--- config.mk ---
export PLATFORM = sky130hd
export DESIGN_NAME = circular_row_run_statistics
export DESIGN_NICKNAME = d
export VERILOG_FILES = /design/src/design/crrs_pkg.sv /design/src/design/circular_row_run_statistics.sv /design/src/design/crrs_row_acc.sv /design/src/design/crrs_div.sv
export SDC_FILE = /design/constraint.sdc
export NUM_CORES = 1
export LEC_CHECK = 0
export ABC_AREA = 0
export BUFFER_PORTS_ARGS = -buffer_cell sky130_fd_sc_hd__buf_2
export CAP_MARGIN = 20
export CORE_MARGIN = 2
export CORE_UTILIZATION = 45
export CTS_CLUSTER_DIAMETER = 40
export CTS_CLUSTER_SIZE = 20
export DETAILED_ROUTE_END_ITERATION = 7
export HOLD_SLACK_MARGIN = 0.03
export PLACE_DENSITY = 0.7
export SLEW_MARGIN = 0
export SYNTH_ARGS = -nofsm -noshare
export SYNTH_HDL_FRONTEND = slang
export SYNTH_HIERARCHICAL = 1
export SYNTH_SLANG_ARGS = --single-unit
--- constraint.sdc ---
create_clock -name clk -period 4.5 [get_ports clk]
set_input_delay 0.225 -clock clk [delete_from_list [all_inputs] [get_ports clk]]
set_output_delay 0.225 -clock clk [all_outputs]
set_load 0.01 [all_outputs]
--- src/design/crrs_pkg.sv ---
// ----------------------------------------------------------------------------
// crrs_pkg: shared definitions for circular row run statistics
// Field widths, parameter defaults and the divider status type.
// ----------------------------------------------------------------------------
`default_nettype none

package crrs_pkg;

  localparam int unsigned MAX_ROW_LENGTH_DEF = 1024;

  localparam int unsigned SAMPLE_W         = 16;
  localparam int unsigned NUM_FINGERS_W    = 10;
  localparam int unsigned BURN_WIDTH_W     = 11;
  localparam int unsigned FINGER_SPACING_W = 11;

  // status of the shared divider as seen by the sequencer
  typedef struct packed {
    logic busy;
    logic done;
  } div_stat_t;

endpackage

`default_nettype wire

--- src/design/circular_row_run_statistics.sv ---
// ----------------------------------------------------------------------------
// circular_row_run_statistics: finger statistics over one circular grid row
// Top level: threshold register, row accumulator, divider sequencer and
// result register.
// ----------------------------------------------------------------------------
// Samples of a row transfer one per cycle while the block is out of reset and
// idle. When the row's last sample transfers, the block stops taking samples
// while one shared restoring divider computes burned/fingers and then
// length/fingers, one quotient bit per cycle (CNT_W = 11 for the default row
// length of 1024). A row with no fingers skips the divider, and the block also
// waits while an earlier result is still held in the output register. The
// result sits in an output register, so the next row may start while it waits
// to be taken. The threshold register should be written only while no row is
// in progress.
`default_nettype none

module circular_row_run_statistics #(
  parameter int unsigned MAX_ROW_LENGTH = crrs_pkg::MAX_ROW_LENGTH_DEF
) (
  input  wire logic                                     clk,
  input  wire logic                                     rst_n,
  input  wire logic                                     cfg_valid,
  output logic                                          cfg_ready,
  input  wire logic signed [crrs_pkg::SAMPLE_W-1:0]     cfg_burn_threshold,
  input  wire logic                                     in_valid,
  output logic                                          in_stall,
  input  wire logic signed [crrs_pkg::SAMPLE_W-1:0]     in_sample_value,
  input  wire logic                                     in_last_in_row,
  output logic                                          out_valid,
  input  wire logic                                     out_stall,
  output logic [crrs_pkg::NUM_FINGERS_W-1:0]            out_num_fingers,
  output logic [crrs_pkg::BURN_WIDTH_W-1:0]             out_burn_width,
  output logic [crrs_pkg::FINGER_SPACING_W-1:0]         out_finger_spacing,
  output logic                                          out_no_fingers,
  output logic                                          out_odd_count
);

  localparam int unsigned CNT_W = $clog2(MAX_ROW_LENGTH + 1);
  localparam int unsigned EXT_W = (CNT_W > 11) ? CNT_W : 11;

  typedef enum logic [3:0] {
    S_IDLE  = 4'b0001,
    S_DIV_W = 4'b0010,
    S_DIV_S = 4'b0100,
    S_OUT   = 4'b1000
  } state_t;

  state_t state_r, state_nxt;

  logic signed [crrs_pkg::SAMPLE_W-1:0] thr_r;

  logic             in_xfer;
  logic [CNT_W-1:0] fin_trans, fin_burned, fin_samples;
  logic [CNT_W-2:0] fin_fingers;

  logic [CNT_W-2:0] fingers_r;
  logic [CNT_W-1:0] burned_r;
  logic [CNT_W-1:0] samples_r;
  logic [CNT_W-1:0] width_r;
  logic [CNT_W-1:0] spacing_r;
  logic             start_r;

  logic [CNT_W-1:0]    div_quo;
  logic [CNT_W-1:0]    div_dividend;
  crrs_pkg::div_stat_t div_stat;

  logic             out_free;
  logic             out_valid_r;
  logic [EXT_W-1:0] fing_ext, width_ext, spacing_ext;

  // configuration
  assign cfg_ready = rst_n;

  always_ff @(posedge clk) begin
    if (!rst_n) begin
      thr_r <= '0;
    end else if (cfg_valid && cfg_ready) begin
      thr_r <= cfg_burn_threshold;
    end
  end

  assign in_stall = (state_r != S_IDLE) || !rst_n;
  assign in_xfer  = in_valid && !in_stall;

  crrs_row_acc #(
    .MAX_ROW_LENGTH (MAX_ROW_LENGTH),
    .CNT_W          (CNT_W)
  ) u_acc (
    .clk         (clk),
    .rst_n       (rst_n),
    .accept      (in_xfer),
    .sample      (in_sample_value),
    .last        (in_last_in_row),
    .threshold   (thr_r),
    .fin_trans   (fin_trans),
    .fin_burned  (fin_burned),
    .fin_samples (fin_samples)
  );

  assign fin_fingers  = fin_trans[CNT_W-1:1];
  assign div_dividend = (state_r == S_DIV_W) ? burned_r : samples_r;

  crrs_div #(
    .CNT_W (CNT_W)
  ) u_div (
    .clk      (clk),
    .rst_n    (rst_n),
    .start    (start_r),
    .dividend (div_dividend),
    .divisor  (fingers_r),
    .quotient (div_quo),
    .stat     (div_stat)
  );

  assign out_free = !out_valid_r || !out_stall;

  // sequencer
  always_comb begin
    state_nxt = state_r;
    unique case (state_r)
      S_IDLE: begin
        if (in_xfer && in_last_in_row) begin
          state_nxt = (fin_fingers == '0) ? S_OUT : S_DIV_W;
        end
      end
      S_DIV_W: begin
        if (div_stat.done) begin
          state_nxt = S_DIV_S;
        end
      end
      S_DIV_S: begin
        if (div_stat.done) begin
          state_nxt = S_OUT;
        end
      end
      S_OUT: begin
        if (out_free) begin
          state_nxt = S_IDLE;
        end
      end
      default: state_nxt = S_IDLE;
    endcase
  end

  always_ff @(posedge clk) begin
    if (!rst_n) begin
      state_r <= S_IDLE;
      start_r <= 1'b0;
    end else begin
      state_r <= state_nxt;
      start_r <= ((state_r == S_IDLE) && in_xfer && in_last_in_row &&
                  (fin_fingers != '0)) ||
                 ((state_r == S_DIV_W) && div_stat.done);
    end
  end

  // row totals and quotients
  always_ff @(posedge clk) begin
    if ((state_r == S_IDLE) && in_xfer && in_last_in_row) begin
      fingers_r <= fin_fingers;
      burned_r  <= fin_burned;
      samples_r <= fin_samples;
      width_r   <= '0;
      spacing_r <= '0;
    end else if (div_stat.done) begin
      if (state_r == S_DIV_W) begin
        width_r <= div_quo;
      end else begin
        spacing_r <= div_quo;
      end
    end
  end

  // result register
  assign fing_ext    = EXT_W'(fingers_r);
  assign width_ext   = EXT_W'(width_r);
  assign spacing_ext = EXT_W'(spacing_r);

  always_ff @(posedge clk) begin
    if (!rst_n) begin
      out_valid_r <= 1'b0;
    end else if ((state_r == S_OUT) && out_free) begin
      out_valid_r <= 1'b1;
    end else if (!out_stall) begin
      out_valid_r <= 1'b0;
    end
  end

  always_ff @(posedge clk) begin
    if ((state_r == S_OUT) && out_free) begin
      out_num_fingers    <= fing_ext[crrs_pkg::NUM_FINGERS_W-1:0];
      out_burn_width     <= width_ext[crrs_pkg::BURN_WIDTH_W-1:0];
      out_finger_spacing <= spacing_ext[crrs_pkg::FINGER_SPACING_W-1:0];
      out_no_fingers     <= (fingers_r == '0);
      out_odd_count      <= fingers_r[0];
    end
  end

  assign out_valid = out_valid_r;

  // checks
  a_done_in_div: assert property (@(posedge clk) disable iff (!rst_n)
    div_stat.done |-> (state_r == S_DIV_W || state_r == S_DIV_S))
    else $error("divider finished outside a division state");

  a_start_idle_div: assert property (@(posedge clk) disable iff (!rst_n)
    start_r |-> !div_stat.busy)
    else $error("divider restarted while busy");

  a_rise_from_out: assert property (@(posedge clk) disable iff (!rst_n)
    $rose(out_valid_r) |-> $past(state_r == S_OUT))
    else $error("result raised without passing the output state");

  a_zero_fingers: assert property (@(posedge clk) disable iff (!rst_n)
    (out_valid_r && out_no_fingers) |->
      (out_burn_width == '0 && out_finger_spacing == '0 && !out_odd_count))
    else $error("no-finger result carries nonzero width or spacing");

endmodule

`default_nettype wire

--- src/design/crrs_row_acc.sv ---
// ----------------------------------------------------------------------------
// crrs_row_acc: per-row class tracking and saturating counters
// Classes each sample against the threshold, counts transitions, burned
// samples and samples, and presents the end-of-row totals including the
// wrap-around transition. Row state clears when the last sample transfers.
// ----------------------------------------------------------------------------
`default_nettype none

module crrs_row_acc #(
  parameter int unsigned MAX_ROW_LENGTH = crrs_pkg::MAX_ROW_LENGTH_DEF,
  parameter int unsigned CNT_W          = $clog2(MAX_ROW_LENGTH + 1)
) (
  input  wire logic                               clk,
  input  wire logic                               rst_n,
  input  wire logic                               accept,
  input  wire logic signed [crrs_pkg::SAMPLE_W-1:0] sample,
  input  wire logic                               last,
  input  wire logic signed [crrs_pkg::SAMPLE_W-1:0] threshold,
  output logic [CNT_W-1:0]                        fin_trans,
  output logic [CNT_W-1:0]                        fin_burned,
  output logic [CNT_W-1:0]                        fin_samples
);

  localparam logic [CNT_W-1:0] CNT_MAX = CNT_W'(MAX_ROW_LENGTH);

  logic             first_r, first_nxt;
  logic             prev_r, prev_nxt;
  logic [CNT_W-1:0] trans_r, trans_nxt;
  logic [CNT_W-1:0] burned_r, burned_nxt;
  logic [CNT_W-1:0] samples_r, samples_nxt;

  logic             cls;
  logic             row_start;
  logic [CNT_W-1:0] trans_step;

  function automatic logic [CNT_W-1:0] sat_inc(input logic [CNT_W-1:0] v);
    sat_inc = (v < CNT_MAX) ? v + CNT_W'(1) : v;
  endfunction

  always_comb begin
    cls        = (sample < threshold);
    row_start  = (samples_r == '0);
    first_nxt  = row_start ? cls : first_r;
    prev_nxt   = cls;
    trans_step = (!row_start && (cls != prev_r)) ? sat_inc(trans_r) : trans_r;
    trans_nxt  = trans_step;
    burned_nxt = cls ? sat_inc(burned_r) : burned_r;
    samples_nxt = sat_inc(samples_r);
    // circular row: closing edge between last and first sample
    fin_trans   = (cls != first_nxt) ? sat_inc(trans_step) : trans_step;
    fin_burned  = burned_nxt;
    fin_samples = samples_nxt;
  end

  always_ff @(posedge clk) begin
    if (!rst_n) begin
      first_r   <= 1'b0;
      prev_r    <= 1'b0;
      trans_r   <= '0;
      burned_r  <= '0;
      samples_r <= '0;
    end else if (accept) begin
      if (last) begin
        first_r   <= 1'b0;
        prev_r    <= 1'b0;
        trans_r   <= '0;
        burned_r  <= '0;
        samples_r <= '0;
      end else begin
        first_r   <= first_nxt;
        prev_r    <= prev_nxt;
        trans_r   <= trans_nxt;
        burned_r  <= burned_nxt;
        samples_r <= samples_nxt;
      end
    end
  end

endmodule

`default_nettype wire

--- src/design/crrs_div.sv ---
// ----------------------------------------------------------------------------
// crrs_div: shared restoring divider
// One quotient bit per cycle, CNT_W quotient bits per division; done pulses once.
// ----------------------------------------------------------------------------
`default_nettype none

module crrs_div #(
  parameter int unsigned CNT_W = 11
) (
  input  wire logic             clk,
  input  wire logic             rst_n,
  input  wire logic             start,
  input  wire logic [CNT_W-1:0] dividend,
  input  wire logic [CNT_W-2:0] divisor,
  output logic [CNT_W-1:0]      quotient,
  output crrs_pkg::div_stat_t   stat
);

  localparam int unsigned STEP_W = (CNT_W > 2) ? $clog2(CNT_W) : 1;

  logic [CNT_W-2:0]  rem_r, rem_nxt;
  logic [CNT_W-1:0]  quo_r, quo_nxt;
  logic [STEP_W-1:0] cnt_r;
  logic              busy_r;
  logic              done_r;

  logic [CNT_W-1:0]  shifted;
  logic [CNT_W-1:0]  dsr_ext;
  logic [CNT_W-1:0]  diff;
  logic              ge;

  always_comb begin
    shifted = {rem_r, quo_r[CNT_W-1]};
    dsr_ext = {1'b0, divisor};
    diff    = shifted - dsr_ext;
    ge      = (shifted >= dsr_ext);
    rem_nxt = ge ? diff[CNT_W-2:0] : shifted[CNT_W-2:0];
    quo_nxt = {quo_r[CNT_W-2:0], ge};
  end

  always_ff @(posedge clk) begin
    if (!rst_n) begin
      busy_r <= 1'b0;
      done_r <= 1'b0;
      cnt_r  <= '0;
    end else begin
      done_r <= 1'b0;
      if (start) begin
        busy_r <= 1'b1;
        cnt_r  <= STEP_W'(CNT_W - 1);
      end else if (busy_r) begin
        cnt_r <= cnt_r - STEP_W'(1);
        if (cnt_r == '0) begin
          busy_r <= 1'b0;
          done_r <= 1'b1;
        end
      end
    end
  end

  always_ff @(posedge clk) begin
    if (start) begin
      rem_r <= '0;
      quo_r <= dividend;
    end else if (busy_r) begin
      rem_r <= rem_nxt;
      quo_r <= quo_nxt;
    end
  end

  assign quotient  = quo_r;
  assign stat.busy = busy_r;
  assign stat.done = done_r;

endmodule

`default_nettype wire

=== Word-level counts from Yosys, hierarchy flattened ===
Cells that the tools add are included.

* Flip-flop bits (word level): 172
* Input port bits: 38
* Output and inout bits: 37
* Word-level logic and storage cells: 111

* $add $sub $neg: 6
* Magnitude comparators: 6
* Eq/ne operators: 12
* Muxes and demuxes: 31
* Bitwise operators: 3
* Reduce and logical (&&, ||, !) cells: 28

{| class="wikitable"
|+ Operators with widths
! kind !! count
|-
| 2-to-1 mux 11 bit || 13
|-
| adder 11 x 1 -> 11 bit (second input constant) || 4
|-
| < comparator 11 bit (second input constant) || 4
|-
| 2-to-1 mux 4 bit || 7
|-
| logical NOT 10 bit || 2
|-
| < comparator 16 bit || 1
|-
| one-hot mux 4 bit (4 select lines) || 1
|-
| >= comparator 11 x 10 -> 1 bit || 1
|-
| logical NOT 11 bit || 1
|-
| 2-to-1 mux 10 bit || 1
|-
| nonzero test 10 bit || 1
|-
| subtractor 10 bit || 1
|-
| logical AND 1 bit || 9
|-
| 2-to-1 mux 1 bit || 9
|-
| inequality test 2 x 1 -> 1 bit (second input constant) || 3
|-
| logical NOT 1 bit || 5
|-
| equality test 4 x 1 -> 1 bit (second input constant) || 1
|-
| equality test 4 x 2 -> 1 bit (second input constant) || 1
|-
| equality test 4 x 3 -> 1 bit (second input constant) || 1
|-
| equality test 4 bit (second input constant) || 1
|-
| logical NOT 4 bit || 1
|-
| inequality test 2 bit (second input constant) || 2
|-
| inequality test 4 x 1 -> 1 bit (second input constant) || 1
|-
| AND reduction 2 bit || 2
|-
| other kinds (8) || 13
|}

=== Longest topological paths before layout ===
Gate-level depths: netlist of run 1.

* Depth in word-level cells: 11
* Gate-level depth with buffers: 16
* Gate-level depth less buffers: 14

=== Hierarchy ===
Netlist of run 1, hierarchy kept.

{| class="wikitable"
|+ Modules (own cells, without submodules)
! module !! instances !! cells each !! area an instance (µm²) !! seq. area each (µm²)
|-
| circular_row_run_statistics || 1 || 278 || 3,878.7 || 2,832.7
|-
| crrs_row_acc || 1 || 407 || 3,153.0 || 700.7
|-
| crrs_div || 1 || 169 || 1,707.9 || 650.6
|}

=== Least setup slack after synthesis of run 1 ===
OpenSTA, ideal clock, no wires.

* Path type: reg2reg
* From: reg thr_r[6] (netlist name)
* To: reg state_r[3]
* Setup time: 117 ps
* Arrival: 3,050 ps
* Data required time: 4,383 ps
* Slack: 1,333 ps
* Stages on the path, launching flop included: 15
* Path buffers: 0
* Period minus slack after synthesis: 3,167 ps
* Cells stage by stage: dfxtp_1 -> inv_1 -> ha_1 -> and3_1 -> o211ai_1 -> a31oi_1 -> o311ai_1 -> nand2_1 -> mux2_2 -> nand2_1 -> o311ai_0 -> nor4_1 -> nand4_1 -> o21ai_0 -> a22o_1

* Word-level cells in the longest chain between the ends: 11
* Elaborated cells between the ends (all ways): 14
* Those cells by class: add/sub: 1; order compare: 2; eq/ne: 2; mux: 7; reduce/logical: 2

{| class="wikitable"
|+ Ends and longest elaborated chain
! item !! RTL line !! text
|-
| start, declared || circular_row_run_statistics.sv:50 || <nowiki>logic signed [crrs_pkg::SAMPLE_W-1:0] thr_r;</nowiki>
|-
| start signal, assigned || circular_row_run_statistics.sv:78 || <nowiki>thr_r <= cfg_burn_threshold;</nowiki>
|-
| < comparator 16 bit (*) || crrs_row_acc.sv:41 || <nowiki>cls = (sample < threshold);</nowiki>
|-
| inequality test 1 bit || crrs_row_acc.sv:45 || <nowiki>trans_step = (!row_start && (cls != prev_r)) ? sat_inc(trans_r) : trans_r;</nowiki>
|-
| logical AND 1 bit || crrs_row_acc.sv:45 ||
|-
| 2-to-1 mux 11 bit || crrs_row_acc.sv:45 ||
|-
| adder 11 x 1 -> 11 bit / < comparator 11 bit (equally long branches) || crrs_row_acc.sv:37 || <nowiki>sat_inc = (v < CNT_MAX) ? v + CNT_W'(1) : v;</nowiki>
|-
| 2-to-1 mux 11 bit || crrs_row_acc.sv:37 ||
|-
| 2-to-1 mux 11 bit (*) || crrs_row_acc.sv:50 || <nowiki>fin_trans = (cls != first_nxt) ? sat_inc(trans_step) : trans_step;</nowiki>
|-
| net fin_trans[5] || circular_row_run_statistics.sv:53 || <nowiki>logic [CNT_W-1:0] fin_trans, fin_burned, fin_samples;</nowiki>
|-
| logical NOT 10 bit (*) || circular_row_run_statistics.sv:123 || <nowiki>state_nxt = (fin_fingers == '0) ? S_OUT : S_DIV_W;</nowiki>
|-
| 2-to-1 mux 4 bit (*) || circular_row_run_statistics.sv:123 ||
|-
| 2-to-1 mux 4 bit (*) || circular_row_run_statistics.sv:122 || <nowiki>if (in_xfer && in_last_in_row) begin</nowiki>
|-
| one-hot mux 4 bit (4 select lines) (*) || circular_row_run_statistics.sv:120 || <nowiki>unique case (state_r)</nowiki>
|-
| end signal, assigned || circular_row_run_statistics.sv:150 || <nowiki>state_r <= state_nxt;</nowiki>
|-
| end, declared || circular_row_run_statistics.sv:48 || <nowiki>state_t state_r, state_nxt;</nowiki>
|}

Mark *: on every way through the listed nets, which the timed path passes. The rest lies on a longest branch. The select of a mux whose other input is x is not followed.
A chain may end at the register's enable or synchronous reset.

=== Worst setup path after layout of run 1 ===
* From: reg thr_r[15] (netlist name)
* To: reg start_r

* Word-level cells in the longest chain between the ends: 10
* Elaborated cells between the ends (all ways): 13
* Those cells by class: add/sub: 1; order compare: 2; eq/ne: 2; mux: 4; reduce/logical: 4

{| class="wikitable"
|+ Ends and longest elaborated chain
! item !! RTL line !! text
|-
| < comparator 16 bit (*) || crrs_row_acc.sv:41 ||
|-
| inequality test 1 bit || crrs_row_acc.sv:45 ||
|-
| logical AND 1 bit || crrs_row_acc.sv:45 ||
|-
| 2-to-1 mux 11 bit || crrs_row_acc.sv:45 ||
|-
| adder 11 x 1 -> 11 bit / < comparator 11 bit (equally long branches) || crrs_row_acc.sv:37 ||
|-
| 2-to-1 mux 11 bit || crrs_row_acc.sv:37 ||
|-
| 2-to-1 mux 11 bit (*) || crrs_row_acc.sv:50 ||
|-
| net fin_trans[5] || circular_row_run_statistics.sv:53 ||
|-
| nonzero test 10 bit (*) || circular_row_run_statistics.sv:152 || <nowiki>(fin_fingers != '0)) ||</nowiki>
|-
| logical AND 1 bit (*) || circular_row_run_statistics.sv:151 || <nowiki>start_r <= ((state_r == S_IDLE) && in_xfer && in_last_in_row &&</nowiki>
|-
| logical OR 1 bit (*) || circular_row_run_statistics.sv:152 ||
|-
| end signal, assigned || circular_row_run_statistics.sv:151 ||
|-
| end, declared || circular_row_run_statistics.sv:61 || <nowiki>logic start_r;</nowiki>
|}

Mark *: on every way through the listed nets, which the timed path passes. The rest lies on a longest branch.

==> results of run 1 <==
cells in the final DEF, fill, tap and decap left out, drive strengths merged, types with 19 or more instances in the layout:
master,instances
edfxtp,76
o21ai,24
mux2,27
a21oi,51
nand3,19
buf,80
nor3,19
mux2i,24
inv,50
xnor2,28
nor2,65
dfxtp,95
ha,30
nor2b,23
nand2,84
area by class of cell:
| cell class | count | share of cell area (%) |
|---|---|---|
| Timing Repair Buffer | 83 | 4.529 |
| Tap cell | 260 | 3.308 |
| Clock buffer | 17 | 4.326 |
| Sequential cell | 171 | 42.54 |
| Clock inverter | 15 | 1.730 |
| Inverter | 42 | 1.603 |
| Multi-Input combinational cell | 584 | 41.96 |
routing by layer:
layer	vias up	GRT usage (%)	share of wire, %	routed length [um]
met5	-	0	0	0
met4	0	5.628	1.0	181
met3	16	3.856	4.5	784
met2	162	28.78	48	8248
met1	2988	23.32	47	8068
li1	3170	-	-	-
power groups by stage:
stage	sequential (mW)	combinational, mW	clock [mW]
finish	1.72	0.497	1.45
global route	1.73	0.559	1.55
CTS	1.72	0.498	1.49
detailed placement	1.75	0.493	0
global placement	1.75	0.487	0
floorplan	1.75	0.397	0
path summary, 6_finish.rpt:
| kind | startpoint | end | cells after the start |
|---|---|---|---|
| min reg2reg | width_ext[6]$_SDFFE_PP0P_ | out_burn_width[6]$_DFFE_PP_ | 0 |
| min | cfg_burn_threshold[8] | thr_r[8]$_SDFFE_PN0P_ | 3 |
| max reg2reg | thr_r[15]$_SDFFE_PN0P_ | start_r$_SDFF_PN0_ | 14 |
| max | thr_r[15]$_SDFFE_PN0P_ | start_r$_SDFF_PN0_ | 14 |
stage by stage:
| stage | instances | power (mW) |
|---|---|---|
| after floorplan | 851 | 2.143 |
| after global placement | 1137 | 2.240 |
| after detailed placement | 1137 | 2.248 |
| after CTS | 1172 | 3.704 |
| after global routing | 1172 | 3.837 |
| final | 1172 | 3.666 |
worst min-delay path: stages:
cell and delay, ns:
buf_2 0.07, mux2i_1 0.05, nor2b_1 0.10
==> results.toml, run 1 <==
[sta]
finalSetupViolCount = 0
grt_setup_unrepaired = "no"
finalCritPeriodShare_pct = 85.01
tightest_slew_ns = 0.9927
post-route-min-period_ns = 3.825
relSlewSlack_pct = 33.67
tns_ns = 0
hold_violations = 0
hold_slack_ns = 0.04632
setup_slack_ns = 0.6746
finalClockSkew_ns = 0.01807
max_freq_ghz = 0.2614
finalMaxSlewViolations = 0

[clock_tree]
clock_path_buffers = 2
cts_tree = "done"
htreeDepth = 4
clockRootBuffer = "clkbuf_16"
cts_inserted_buffers = 17
cts_resized = 0
ctsHoldBuffers = 3
cts.clk_slew.worst_paths_ns = 0.08
clock-sinks = 171
worstSkewPairLatency_ns = 0.44
cts_setup_buffers = 0

[power_and_ir_drop]
seq_power_share_pct = 46.9
p_switching_mw = 1.028
clkPwrFrac_pct = 39.5
intPower_mw = 2.639
swShare_pct = 28.03
power_density_mw_per_mm2 = 372.8
ir_drop_v = 0.0002486
power_frac_comb_pct = 13.6
leakage_nw = 3.696

[yosys]
synth_nets = 920
synth_warnings = 6
syn_avg_cell_area_sq_um = 10.24
syn_inst = 851
synth_area_sq_mm = 0.008715

[die]
row_count = 50
die_h_um = 143.2
die_w_um = 143.2
coreArea_sq_mm = 0.01883
dieArea_sq_mm = 0.02049
io_pins = 75
start_util_pct = 46.28

[finish]
largest_reg_flops = 16
final_layout_size_suffix_gt1_share_pct = 19.08
multi_input_area_sq_mm = 0.004126
antennaDiodeCount = 0
largest_register = "thr_r"
postLayoutCellArea_sq_mm = 0.009834
fillers = 1678
syn_to_final_growth_pct = 12.85
nets = 968
seq_area_sq_mm = 0.004184
fin_util_pct = 52.23

[route]
viasPerCell = 5.406
drc_errors = 0
dr.pass1.iters = 5
first_iter_violations = 393
num_vias = 6336
wl_per_cell_um = 14.75
postRouteAntennaNets = 0
wirelength_um = 17280

[global_route]
grt_first_pass_wirelength_um = 28750
grt.overflow.total = 0
grt_max_degree = 56
grt_util_all_layers_pct = 17.62
antenna_found_initial = 0
grt_pass1_vias = 5843

[placed_design]
port_buffers = 74
dp_slack_ns = 0.7344
place_congestion = 0.9022
placed_cell_area_sq_mm = 0.009209
dp_hpwl_um = 12200

[setup_path]
worstPathRequired_ns = 4.78
reg2reg_slack_ns = 0.67
worstPathMaxFanout = 11
cp_cell_sequence = "inv_1 > ha_1 > and4_4 > a31oi_4 > o31a_1 > nand4_1 > nand2_1 > mux2_2 > nand2_1 > o311ai_0 > nor4_1 > nand3_1 > nand2_1 > a21boi_0"
slowest_stage = "mux2_2"
critPathMaxStageDelay_ns = 0.43
path_class = "flop to flop"
critPathBufInv = 1
cp-start-kind = "flop"
crit_path_end_kind = "flop"
cp.arrival_ns = 4.10
cp_common_cell = "nand2_1"
crit_family = "simple AND/OR/NAND/NOR gates"

[flow_run]
cap_violations = 0

[hold_path]
min_path_type = "input pin to flop"

[outcome]
status = "finished, final reports clean"
Note: power is estimated with default switching activity, not from simulation.
==> inputs of run 2 (changes only) <==
--- a/config.mk
+++ b/config.mk
@@ -8,6 +8,7 @@
 export ABC_AREA = 0
 export BUFFER_PORTS_ARGS = -buffer_cell sky130_fd_sc_hd__buf_2
 export CAP_MARGIN = 20
+export CORE_ASPECT_RATIO = 0.8
 export CORE_MARGIN = 2
 export CORE_UTILIZATION = 45
 export CTS_CLUSTER_DIAMETER = 40
==> run 2 against run 1 <==
Register-to-register slack is essentially flat. Sequential cell count is the same. Clock-buffer cell count unchanged. Worst hold slack improved by 0.0088 ns. Non-clock buffer count decreased by 2. First-iteration DRC count is 8.1% lower. Largest power group unchanged.
==> results.toml, run 2 (synthesis gave the netlist of run 1 again) <==
[sta]
grt_setup_unrepaired = "no"
finalClockSkew_ns = 0.01466
post-route-min-period_ns = 3.814
max_freq_ghz = 0.2622
finalSetupViolCount = 0
relSlewSlack_pct = 33.16
tns_ns = 0
tightest_slew_ns = 1.000
finalCritPeriodShare_pct = 84.75
finalMaxSlewViolations = 0
hold_violations = 0

[finish]
stdcell_count = 1168
final_layout_size_suffix_gt1_share_pct = 19.34
fin_util_pct = 51.92
largest_reg_flops = 16
final_common_cell = "dfxtp_1"
largest_register = "thr_r"
final_cell_mix = "dfxtp_1, nand2_1, edfxtp_1"
fillers = 1715
antennaDiodeCount = 0
nets = 966
syn_to_final_growth_pct = 13.04

[die]
row_count = 45
dieArea_sq_mm = 0.02050
io_pins = 75
start_util_pct = 45.93
die_h_um = 128.5
die_w_um = 159.6
coreArea_sq_mm = 0.01897

[flow_run]
cap_violations = 0

[global_route]
grt_first_pass_wirelength_um = 29440
grt_pass1_vias = 5825
grt_util_all_layers_pct = 17.75
antenna_found_initial = 0
grt.overflow.total = 0
grt_max_degree = 56

[setup_path]
worstPathMaxFanout = 11
crit-reg2reg-launch = "thr_r[15]$_SDFFE_PN0P_"
worstPathRequired_ns = 4.79
cp.arrival_ns = 4.10
startpoint = "thr_r[15]$_SDFFE_PN0P_"
path_class = "flop to flop"
crit_path_end_kind = "flop"
cp-start-kind = "flop"

[hold_path]
hp-start = "cfg_burn_threshold[5]"
min_path_type = "input pin to flop"

[clock_tree]
worstSkewPairLatency_ns = 0.44
cts.clk_slew.worst_paths_ns = 0.07
cts_resized = 0
ctsHoldBuffers = 0
clock_path_buffers = 2
cts_inserted_buffers = 17
cts_tree = "done"
htreeDepth = 4
clockRootBuffer = "clkbuf_16"
clock-sinks = 171
cts_setup_buffers = 0

[route]
dr_wl_met2_um = 7637
dr.pass1.iters = 5
wirelength_met1_um = 8854
wl_met3_um = 1017
postRouteAntennaNets = 0
viasPerCell = 5.416
drc_errors = 0
wl_per_cell_um = 15.18
first_iter_violations = 361
highest_layer = "met4"
num_vias = 6326
wirelength_um = 17730

[placed_design]
place_congestion = 0.9044
dp_hpwl_um = 12270
dp.cells = 1136
port_buffers = 74

[power_and_ir_drop]
power_density_mw_per_mm2 = 376.7
ir_drop_v = 0.0002034
leakage_nw = 3.704

[outcome]
status = "finished, final reports clean"
==> run 2: changes by cell type in the layout (fill, tap and decap cells not counted), sizes merged <==
cell,before,now
inv,50,46
clkinv,6,11
dlygate4sd3,3,0
clkinvlp,1,0
buf,80,81
==> run 2: report_power, final <==
part           switching, mW  total [mW]  leakage, nW  internal, mW
logic                  0.288       0.501         1.94         0.213
registers             0.0423        1.72         1.46          1.68
clock network          0.725        1.49        0.304         0.765
total                   1.06        3.71         3.70          2.65
==> run 2: final timing paths <==
path                                     endpoint  slack (ns)  depth (start not counted)
setup / recovery               start_r$_SDFF_PN0_        0.69                         14
hold / removal              thr_r[5]$_SDFFE_PN0P_        0.06                          3
setup reg to reg               start_r$_SDFF_PN0_        0.69                         14
hold reg to reg   out_finger_spacing[9]$_DFFE_PP_        0.43                          0
==> run 2: layout make-up <==
type | instances | area [sq um] | area share (%)
sequential | 171 | 4184 | 42.47
multi-input combinational | 584 | 4126 | 41.89
clock buffer | 17 | 425.4 | 4.319
timing repair buffer | 81 | 422.9 | 4.293
tap | 258 | 322.8 | 3.277
clock inverter | 15 | 211.5 | 2.147
inverter | 42 | 157.7 | 1.600
==> run 2: worst max-delay path, cell delays in order, from the launching register on <==
cell and delay (ns):
dfxtp_1 0.33, inv_1 0.04, ha_1 0.38, and4_4 0.27, a31oi_4 0.19, o31a_1 0.22, nand4_1 0.44, nand2_1 0.37
mux2_2 0.44, nand2_1 0.12, o311ai_0 0.18, nor4_1 0.38, nand3_1 0.12, nand2_1 0.10, a21boi_0 0.08
==> run 2: per-stage QoR <==
stage | setup WS, ns | cell area, sq um | power (mW) | hold WS (ns)
floorplan | 1.348 | 8715 | 2.143 | 0.3425
global placement | 0.8491 | 9214 | 2.242 | 0.4158
detailed placement | 0.7451 | 9214 | 2.251 | 0.4171
CTS | 0.7205 | 9851 | 3.751 | 0.03608
global route | 0.3485 | 9851 | 3.878 | 0.05282
finish | 0.6862 | 9851 | 3.711 | 0.05512
==> run 2: per-layer routing <==
metal  vias to the layer above  global-route usage, %
met2                       184                  27.35
met1                      2960                  25.17
met3                        19                  3.740
met4                         0                  5.561
met5                         -                      0
li1                       3163                      -
